## config.mk

```make
export PLATFORM = sky130hd
export DESIGN_NAME = sha256_message_digest
export DESIGN_NICKNAME = d
export VERILOG_FILES = /design/src/rtl/core/sha256_pkg.sv /design/src/rtl/core/sha256_message_digest.sv /design/src/rtl/core/sha256_ctrl.sv /design/src/rtl/core/sha256_datapath.sv
export SDC_FILE = /design/constraint.sdc
export NUM_CORES = 2
export LEC_CHECK = 0
export BUFFER_PORTS_ARGS = -buffer_cell sky130_fd_sc_hd__buf_2
export CORE_MARGIN = 1
export CORE_UTILIZATION = 40
export CTS_CLUSTER_SIZE = 16
export DETAILED_ROUTE_END_ITERATION = 10
export PLACE_DENSITY_LB_ADDON = 0.3
export SYNTH_ARGS = -nofsm -noshare
export SYNTH_HDL_FRONTEND = slang
export SYNTH_HIERARCHICAL = 1
export SYNTH_SLANG_ARGS = --single-unit
```

## constraint.sdc

```tcl
create_clock -name clk -period 44 [get_ports clk]
set_clock_uncertainty 0.2 [all_clocks]
set_input_delay 2.2 -clock clk [delete_from_list [all_inputs] [get_ports clk]]
set_output_delay 2.2 -clock clk [all_outputs]
set_load 0.02 [all_outputs]
```

## src/rtl/core/sha256_pkg.sv

```systemverilog
// Shared types, constants and the rotate function for the SHA-256 message digest.
// No dependencies.
`timescale 1ns / 1ps

package sha256_pkg;

    localparam int COUNT_WIDTH_DEFAULT = 61;
    localparam int BLOCK_BYTES         = 64;
    localparam int LENGTH_BYTES        = 8;
    localparam logic [7:0] PAD_BYTE    = 8'h80;

    typedef enum logic [2:0] {
        ST_IDLE,
        ST_LOAD,
        ST_ROUND,
        ST_UPDATE,
        ST_PAD,
        ST_OUT
    } ctrl_state_t;

    // controller to datapath
    typedef struct packed {
        logic take_byte;     // store input byte, bump counts
        logic load;          // load schedule and working words
        logic round;         // run one round
        logic update;        // add working words into hash
        logic pad_fill;      // write one padding byte
        logic restart;       // reset hash and counts
    } dp_cmd_t;

    // datapath to controller
    typedef struct packed {
        logic block_full;    // buffer holds 63 bytes, next byte fills it
        logic round_done;    // round 63 under way
        logic pad_last;      // writing final byte of padding
        logic pad_needs_extra;
    } dp_stat_t;

    localparam logic [31:0] ROUND_KEYS [64] = '{
        32'h428a2f98, 32'h71374491, 32'hb5c0fbcf, 32'he9b5dba5, 32'h3956c25b, 32'h59f111f1,
        32'h923f82a4, 32'hab1c5ed5, 32'hd807aa98, 32'h12835b01, 32'h243185be, 32'h550c7dc3,
        32'h72be5d74, 32'h80deb1fe, 32'h9bdc06a7, 32'hc19bf174, 32'he49b69c1, 32'hefbe4786,
        32'h0fc19dc6, 32'h240ca1cc, 32'h2de92c6f, 32'h4a7484aa, 32'h5cb0a9dc, 32'h76f988da,
        32'h983e5152, 32'ha831c66d, 32'hb00327c8, 32'hbf597fc7, 32'hc6e00bf3, 32'hd5a79147,
        32'h06ca6351, 32'h14292967, 32'h27b70a85, 32'h2e1b2138, 32'h4d2c6dfc, 32'h53380d13,
        32'h650a7354, 32'h766a0abb, 32'h81c2c92e, 32'h92722c85, 32'ha2bfe8a1, 32'ha81a664b,
        32'hc24b8b70, 32'hc76c51a3, 32'hd192e819, 32'hd6990624, 32'hf40e3585, 32'h106aa070,
        32'h19a4c116, 32'h1e376c08, 32'h2748774c, 32'h34b0bcb5, 32'h391c0cb3, 32'h4ed8aa4a,
        32'h5b9cca4f, 32'h682e6ff3, 32'h748f82ee, 32'h78a5636f, 32'h84c87814, 32'h8cc70208,
        32'h90befffa, 32'ha4506ceb, 32'hbef9a3f7, 32'hc67178f2
    };

    localparam logic [31:0] INITIAL_HASH [8] = '{
        32'h6a09e667, 32'hbb67ae85, 32'h3c6ef372, 32'ha54ff53a,
        32'h510e527f, 32'h9b05688c, 32'h1f83d9ab, 32'h5be0cd19
    };

    function automatic logic [31:0] rotr(input logic [31:0] x, input int n);
        rotr = (x >> n) | (x << (32 - n));
    endfunction

endpackage

```

## src/rtl/core/sha256_message_digest.sv

```systemverilog
// Top level of the SHA-256 message digest: controller plus datapath.
// Depends on sha256_pkg, sha256_ctrl and sha256_datapath.
`timescale 1ns / 1ps

// Byte-serial SHA-256. Each item carries an optional byte and an optional end
// mark. The 64th byte of a block stalls the input through the load, 64 rounds
// of one round per cycle and the hash update. An end mark walks the padding
// one byte a cycle up to the block end, compresses one or two blocks, then
// presents eight digest words, word 0 first, one per cycle while not stalled.
// The message counter wraps at 2^COUNT_WIDTH bytes.
module sha256_message_digest
#(
    parameter int COUNT_WIDTH = sha256_pkg::COUNT_WIDTH_DEFAULT
)
(
    input  logic        clk,
    input  logic        rst_n,
    input  logic        in_valid,
    output logic        in_stall,
    input  logic [7:0]  message_byte,
    input  logic        byte_present,
    input  logic        message_end,
    output logic        out_valid,
    input  logic        out_stall,
    output logic [31:0] digest_word,
    output logic [2:0]  word_number,
    output logic        digest_last
);

    sha256_pkg::dp_cmd_t  cmd;
    sha256_pkg::dp_stat_t stat;
    logic [2:0]           idx;

    sha256_ctrl u_ctrl
    (
        .clk        (clk),
        .rst_n      (rst_n),
        .in_valid   (in_valid),
        .in_present (byte_present),
        .in_end     (message_end),
        .out_stall  (out_stall),
        .stat       (stat),
        .in_stall   (in_stall),
        .out_valid  (out_valid),
        .out_index  (idx),
        .cmd        (cmd)
    );

    sha256_datapath #(.COUNT_WIDTH(COUNT_WIDTH)) u_dp
    (
        .clk       (clk),
        .rst_n     (rst_n),
        .cmd       (cmd),
        .in_byte   (message_byte),
        .out_index (idx),
        .stat      (stat),
        .out_word  (digest_word)
    );

    assign word_number = idx;
    assign digest_last = (idx == 3'd7);

    // no input taken while a digest is on show
    a_no_in_during_out: assert property (@(posedge clk) disable iff (!rst_n)
        out_valid |-> in_stall)
        else $error("input open during digest output");

    // digest word index advances by one on each taken word
    a_idx_step: assert property (@(posedge clk) disable iff (!rst_n)
        (out_valid && !out_stall && !digest_last) |=> (out_valid && word_number == $past(word_number) + 3'd1))
        else $error("digest word order broken");

    // commands are exclusive
    a_cmd_onehot: assert property (@(posedge clk) disable iff (!rst_n)
        $onehot0({cmd.take_byte, cmd.load, cmd.round, cmd.update, cmd.pad_fill}))
        else $error("conflicting datapath commands");

endmodule

```

## src/rtl/core/sha256_ctrl.sv

```systemverilog
// Controller state machine for the SHA-256 message digest.
// Depends on sha256_pkg.
`timescale 1ns / 1ps

module sha256_ctrl
(
    input  logic                  clk,
    input  logic                  rst_n,
    input  logic                  in_valid,
    input  logic                  in_present,
    input  logic                  in_end,
    input  logic                  out_stall,
    input  sha256_pkg::dp_stat_t  stat,
    output logic                  in_stall,
    output logic                  out_valid,
    output logic [2:0]            out_index,
    output sha256_pkg::dp_cmd_t   cmd
);

    sha256_pkg::ctrl_state_t state_reg, state_next;
    logic       end_pend_reg, end_pend_next;   // message closes after this block
    logic       final_reg, final_next;         // block in flight is the last one
    logic [2:0] idx_reg, idx_next;

    // hold state
    always_ff @(posedge clk or negedge rst_n)
    begin
        if (!rst_n)
        begin
            state_reg    <= sha256_pkg::ST_IDLE;
            end_pend_reg <= 1'b0;
            final_reg    <= 1'b0;
            idx_reg      <= '0;
        end
        else
        begin
            state_reg    <= state_next;
            end_pend_reg <= end_pend_next;
            final_reg    <= final_next;
            idx_reg      <= idx_next;
        end
    end

    wire accept = in_valid && (state_reg == sha256_pkg::ST_IDLE);
    wire fills  = accept && in_present && stat.block_full;

    // next state
    always_comb
    begin
        state_next    = state_reg;
        end_pend_next = end_pend_reg;
        final_next    = final_reg;
        idx_next      = idx_reg;
        unique case (state_reg)
            sha256_pkg::ST_IDLE:
            begin
                if (accept)
                begin
                    if (fills)
                    begin
                        state_next    = sha256_pkg::ST_LOAD;
                        end_pend_next = in_end;
                        final_next    = 1'b0;
                    end
                    else if (in_end)
                        state_next = sha256_pkg::ST_PAD;
                end
            end
            sha256_pkg::ST_LOAD:
                state_next = sha256_pkg::ST_ROUND;
            sha256_pkg::ST_ROUND:
                if (stat.round_done)
                    state_next = sha256_pkg::ST_UPDATE;
            sha256_pkg::ST_UPDATE:
            begin
                if (final_reg)
                begin
                    state_next = sha256_pkg::ST_OUT;
                    idx_next   = '0;
                end
                else if (end_pend_reg)
                    state_next = sha256_pkg::ST_PAD;
                else
                    state_next = sha256_pkg::ST_IDLE;
            end
            sha256_pkg::ST_PAD:
            begin
                end_pend_next = 1'b0;
                if (stat.pad_last)
                begin
                    state_next = sha256_pkg::ST_LOAD;
                    final_next = !stat.pad_needs_extra;
                    end_pend_next = stat.pad_needs_extra;
                end
            end
            sha256_pkg::ST_OUT:
            begin
                if (!out_stall)
                begin
                    idx_next = idx_reg + 3'd1;
                    if (idx_reg == 3'd7)
                    begin
                        state_next = sha256_pkg::ST_IDLE;
                        final_next = 1'b0;
                    end
                end
            end
            default:
                state_next = sha256_pkg::ST_IDLE;
        endcase
    end

    // outputs
    always_comb
    begin
        cmd           = '0;
        cmd.take_byte = accept && in_present;
        cmd.load      = (state_reg == sha256_pkg::ST_LOAD);
        cmd.round     = (state_reg == sha256_pkg::ST_ROUND);
        cmd.update    = (state_reg == sha256_pkg::ST_UPDATE);
        cmd.pad_fill  = (state_reg == sha256_pkg::ST_PAD);
        cmd.restart   = (state_reg == sha256_pkg::ST_OUT) && !out_stall && (idx_reg == 3'd7);
        in_stall      = (state_reg != sha256_pkg::ST_IDLE);
        out_valid     = (state_reg == sha256_pkg::ST_OUT);
        out_index     = idx_reg;
    end

endmodule

```

## src/rtl/core/sha256_datapath.sv

```systemverilog
// Datapath of the SHA-256 message digest: message words, schedule, rounds, hash.
// Depends on sha256_pkg.
`timescale 1ns / 1ps

module sha256_datapath
#(
    parameter int COUNT_WIDTH = sha256_pkg::COUNT_WIDTH_DEFAULT
)
(
    input  logic                 clk,
    input  logic                 rst_n,
    input  sha256_pkg::dp_cmd_t  cmd,
    input  logic [7:0]           in_byte,
    input  logic [2:0]           out_index,
    output sha256_pkg::dp_stat_t stat,
    output logic [31:0]          out_word
);

    logic [31:0]            w_reg [16];
    logic [31:0]            v_reg [8];
    logic [31:0]            h_reg [8];
    logic [5:0]             pos_reg;
    logic [COUNT_WIDTH-1:0] cnt_reg;
    logic [5:0]             rnd_reg;
    logic                   pad_first_reg;

    // length field, message bits as 64-bit big endian
    logic [63:0] bits;
    assign bits = 64'({cnt_reg, 3'b000});

    // padding byte at the current write position
    logic [7:0] pad_byte;
    always_comb
    begin
        if (pad_first_reg)
            pad_byte = sha256_pkg::PAD_BYTE;
        else if (pos_reg >= 6'(sha256_pkg::BLOCK_BYTES - sha256_pkg::LENGTH_BYTES)
                 && !stat.pad_needs_extra)
            pad_byte = bits[{~pos_reg[2:0], 3'b000} +: 8];
        else
            pad_byte = 8'h00;
    end

    logic extra_reg;
    assign stat.block_full      = (pos_reg == 6'd63);
    assign stat.round_done      = (rnd_reg == 6'd63);
    assign stat.pad_last        = cmd.pad_fill && (pos_reg == 6'd63);
    // 0x80 landed past byte 55: an extra block is needed
    assign stat.pad_needs_extra = pad_first_reg
                                ? (pos_reg > 6'd55) : extra_reg;

    // schedule word and round terms for this round
    logic [31:0] a15, a2, wv, s0, s1, big0, big1, ch, maj, t1, t2;
    always_comb
    begin
        a15  = w_reg[4'(rnd_reg + 6'd1)];
        a2   = w_reg[4'(rnd_reg + 6'd14)];
        s0   = sha256_pkg::rotr(a15, 7) ^ sha256_pkg::rotr(a15, 18) ^ (a15 >> 3);
        s1   = sha256_pkg::rotr(a2, 17) ^ sha256_pkg::rotr(a2, 19) ^ (a2 >> 10);
        if (rnd_reg < 6'd16)
            wv = w_reg[rnd_reg[3:0]];
        else
            wv = w_reg[rnd_reg[3:0]] + s0 + w_reg[4'(rnd_reg + 6'd9)] + s1;
        big1 = sha256_pkg::rotr(v_reg[4], 6) ^ sha256_pkg::rotr(v_reg[4], 11)
             ^ sha256_pkg::rotr(v_reg[4], 25);
        ch   = (v_reg[4] & v_reg[5]) ^ (~v_reg[4] & v_reg[6]);
        t1   = v_reg[7] + big1 + ch + sha256_pkg::ROUND_KEYS[rnd_reg] + wv;
        big0 = sha256_pkg::rotr(v_reg[0], 2) ^ sha256_pkg::rotr(v_reg[0], 13)
             ^ sha256_pkg::rotr(v_reg[0], 22);
        maj  = (v_reg[0] & v_reg[1]) ^ (v_reg[0] & v_reg[2]) ^ (v_reg[1] & v_reg[2]);
        t2   = big0 + maj;
    end

    // control counters and hash words
    always_ff @(posedge clk or negedge rst_n)
    begin
        if (!rst_n)
        begin
            pos_reg       <= '0;
            cnt_reg       <= '0;
            rnd_reg       <= '0;
            pad_first_reg <= 1'b1;
            extra_reg     <= 1'b0;
            for (int i = 0; i < 8; i++)
                h_reg[i] <= sha256_pkg::INITIAL_HASH[i];
        end
        else
        begin
            if (cmd.take_byte)
            begin
                pos_reg <= pos_reg + 6'd1;
                cnt_reg <= cnt_reg + 1'b1;
            end
            if (cmd.pad_fill)
            begin
                pos_reg       <= pos_reg + 6'd1;
                pad_first_reg <= 1'b0;
                if (pos_reg == 6'd63)
                    extra_reg <= 1'b0;
                else if (pad_first_reg)
                    extra_reg <= (pos_reg > 6'd55);
            end
            if (cmd.load)
                rnd_reg <= '0;
            if (cmd.round)
                rnd_reg <= rnd_reg + 6'd1;
            if (cmd.update)
                for (int i = 0; i < 8; i++)
                    h_reg[i] <= h_reg[i] + v_reg[i];
            if (cmd.restart)
            begin
                pos_reg       <= '0;
                cnt_reg       <= '0;
                pad_first_reg <= 1'b1;
                for (int i = 0; i < 8; i++)
                    h_reg[i] <= sha256_pkg::INITIAL_HASH[i];
            end
        end
    end

    // message words, schedule and working words
    // bytes land straight in their schedule word lane; every byte of a block is
    // written before the block is loaded
    always_ff @(posedge clk)
    begin
        if (cmd.take_byte)
            w_reg[pos_reg[5:2]][{~pos_reg[1:0], 3'b000} +: 8] <= in_byte;
        if (cmd.pad_fill)
            w_reg[pos_reg[5:2]][{~pos_reg[1:0], 3'b000} +: 8] <= pad_byte;
        if (cmd.load)
        begin
            for (int i = 0; i < 8; i++)
                v_reg[i] <= h_reg[i];
        end
        if (cmd.round)
        begin
            w_reg[rnd_reg[3:0]] <= wv;
            v_reg[7] <= v_reg[6];
            v_reg[6] <= v_reg[5];
            v_reg[5] <= v_reg[4];
            v_reg[4] <= v_reg[3] + t1;
            v_reg[3] <= v_reg[2];
            v_reg[2] <= v_reg[1];
            v_reg[1] <= v_reg[0];
            v_reg[0] <= t1 + t2;
        end
    end

    assign out_word = h_reg[out_index];

endmodule

```

==> metrics.csv <==
metric,value,unit
"commonest non-fill, non-tap cell in the layout",o21ai_0,
initial core utilization,40.3,%
data required time of the worst path,44.33,ns
largest net degree at the start of global routing,151,
Synth area leaders,"edfxtp_1 26%, mux4_2 13%, ha_1 5.8%, dfrtp_1 5.6%, o21ai_0 5.0%",
"Buf+Inv Stages, Crit Path",10,
total track usage,31.1,%
power per cell area,22.9,nW/µm²
DP HPWL,252,mm
CP max FO,114,
first-pass GRT wire length,508,mm
share of layout cells above drive strength 1,18.2,%
Post-CTS Hold Fix Bufs,0,
reg2reg path depth,53,
CP most frequent cell,a21oi_1,
"Design Area, Final",97600,µm²
average size of a mapped cell,10.4,µm²
WP depth,53,
Post-synth EDFFs,768,
top cell type's share of synthesized area,25.7,%
area delta synth->final,8.88,%
Synth Flop Type,edfxtp_1,
core area,223000,µm²
DR vias/cell,6.42,
Worst-Skew Late Latency,0.84,ns
drt initial violations,9636,
mapped cell area,89600,µm²
number of antenna violations at the first check in global routing,13,
Pleak,0.0361,µW
port bufs,51,
cts repair resizes,0,
Tcrit/Tclk final,40.7,%
Post-CTS Setup Repair Bufs,0,
Worst-path clk slew,0.06,ns
Die H,475,µm
Filler cells,20957,
routed wire length,358,mm
failing checks,"capacitance limit, slew limit",
Slew Limit Fails,6,
full die area,226000,µm²
Worst slew margin,-2.28,%
Hold Crit Depth,2,
CP max-delay cell,o21ai_1,
clock sinks,1107,
R2R setup slack,26.08,ns
IO Pins,52,
Sum Neg Setup Slack,0,ns
crit end category,flip-flop,
CTS tree,built,
Post-route DRC,0,
VDD IR max,0.0427,mV
area post-placement,93300,µm²
RSZ-0062 raised after global routing,false,
Die Wd,475,µm
crit-path max cell delay,0.97,ns
Placer Congestion,1.00,
number of global-route vias before repair,70314,
max_cap viols,1,
WP data arrival,18.25,ns
sequential fraction of the synthesis area,35.4,%
min cycle time layout,17.92,ns
Root Driver,clkbuf_16,
most frequent cells in the layout,"870 x o21ai_0, 768 x edfxtp_1, 684 x nand2_1",
CP Class,reg2reg,
fin nets,8981,
Pre-antenna DRT Iters,7,
CP top delay family,compound AO/OA/AOI/OAI gates,
Seq cells post-synth,1107,
Detail Route Antenna Nets,0,
"Distinct cells, synth",94,
status,finished with violations,
Syn. warnings,6,
final hold viol count,0,
routed len/inst,31.3,µm
Tightest Pin Transition,1.52,ns
hold crit path type,reg2reg,
async set-reset flop share out of synthesis,30.6,%
GRT overflow,0,
Max Fclk,0.0558,GHz
max reg flops,512,
Syn Inst Count,8578,
CP startpoint kind,flip-flop,
vias,73479,
total CTS buffers,134,
"area leader, netlist",edfxtp_1,
Final setup viols,0,
row count,173,
Max Root-Sink Buffers,3,
H-tree depth,4,
syn_nets,9200,
[worst paths after layout]
kind / end / from
worst max-delay path: u_dp/v_reg[0][30] / u_dp/rnd_reg[0]
worst min-delay path: u_dp/h_reg[174] / u_dp/h_reg[174]
worst max register to register: u_dp/v_reg[0][30] / u_dp/rnd_reg[0]
worst min register to register: u_dp/h_reg[174] / u_dp/h_reg[174]
max in group asynchronous: u_dp/h_reg[74] / rst_n
min in group asynchronous: u_dp/h_reg[222] / rst_n
[through the flow]
stage                     util [%]  std cells  power [µW]  hold slack, ns  setup WS (ns)
after floorplan                  -       8578        1130           0.285          28.86
after global placement        41.9      11198        1140           0.307          26.62
after detailed placement      41.9      11198        1140           0.313          26.51
after CTS                     43.9      11442        2250           0.323          26.46
after global routing          43.9      11442        2290           0.335          25.43
final                         43.9      11445        2240           0.322          26.08
[synth_stat cells, types with 45 or more instances]
master    count
a211o_1      51
a211oi_1     60
a21o_1      216
a21oi_1     447
a31oi_1      66
and3_1       47
buf_1        64
buf_2        45
clkbuf_1    499
dfrtp_1     202
dfstp_2     137
edfxtp_1    768
fa_1        195
ha_1        413
inv_1       433
mux2_2      308
mux2i_1     250
mux4_2      504
nand2_1     685
nand2b_1     54
nand3_1     342
nor2_1      529
nor2b_1      52
nor3_1       89
o21ai_0     888
o21bai_1     69
xnor2_1     405
xor2_1      218
[layer usage]
metal  track usage (%)  share of wire, %  vias up
met5                 0             0.019        -
met4              21.2               8.1       10
met3              7.69                11     1134
met2              48.2                45     4556
met1              38.3                37    36482
li1                  -                 -    31297
[cells by family (layout without fill, tap and decap cells)]
family                     Yosys count  count (layout)  share of synthesized area [%]
AOI/OAI and AO/OA                 2152            2152                           14.5
xor gates and xnor gates           627             627                           6.17
adders and majority gates          627             627                           10.3
buffers and inverters             1063             952                           4.62
DFF                               1107            1107                           35.4
muxes                             1062            1062                           19.3
other                                0               3                              0
and+or+nand+nor                   1940            1940                           9.66
[worst min-delay path: cells and delay by family (launching register included)]
family           cells  cell delay, ns
AO/OA/AOI/OAI        1            0.08
AND/OR/NAND/NOR      1            0.05
flip-flops           1            0.38
[where the power goes]
part / total (µW) / internal (µW) / switching (µW)
sequential: 1100 / 1100 / 0.0370
clock: 1120 / 625 / 492
combinational: 14.2 / 1.83 / 12.3
[layout make-up]
type,count,area (µm²),area share [%]
multi-input cells,6408,54200,55.5
flip-flops and latches,1107,31700,32.5
well taps,2975,3720,3.81
clock buffers,184,3670,3.76
repair buffers,267,1990,2.04
inverters,441,1670,1.71
clock inverters,60,598,0.613
diodes,3,7.51,0.00769
Note: power is estimated with default switching activity, not from simulation.
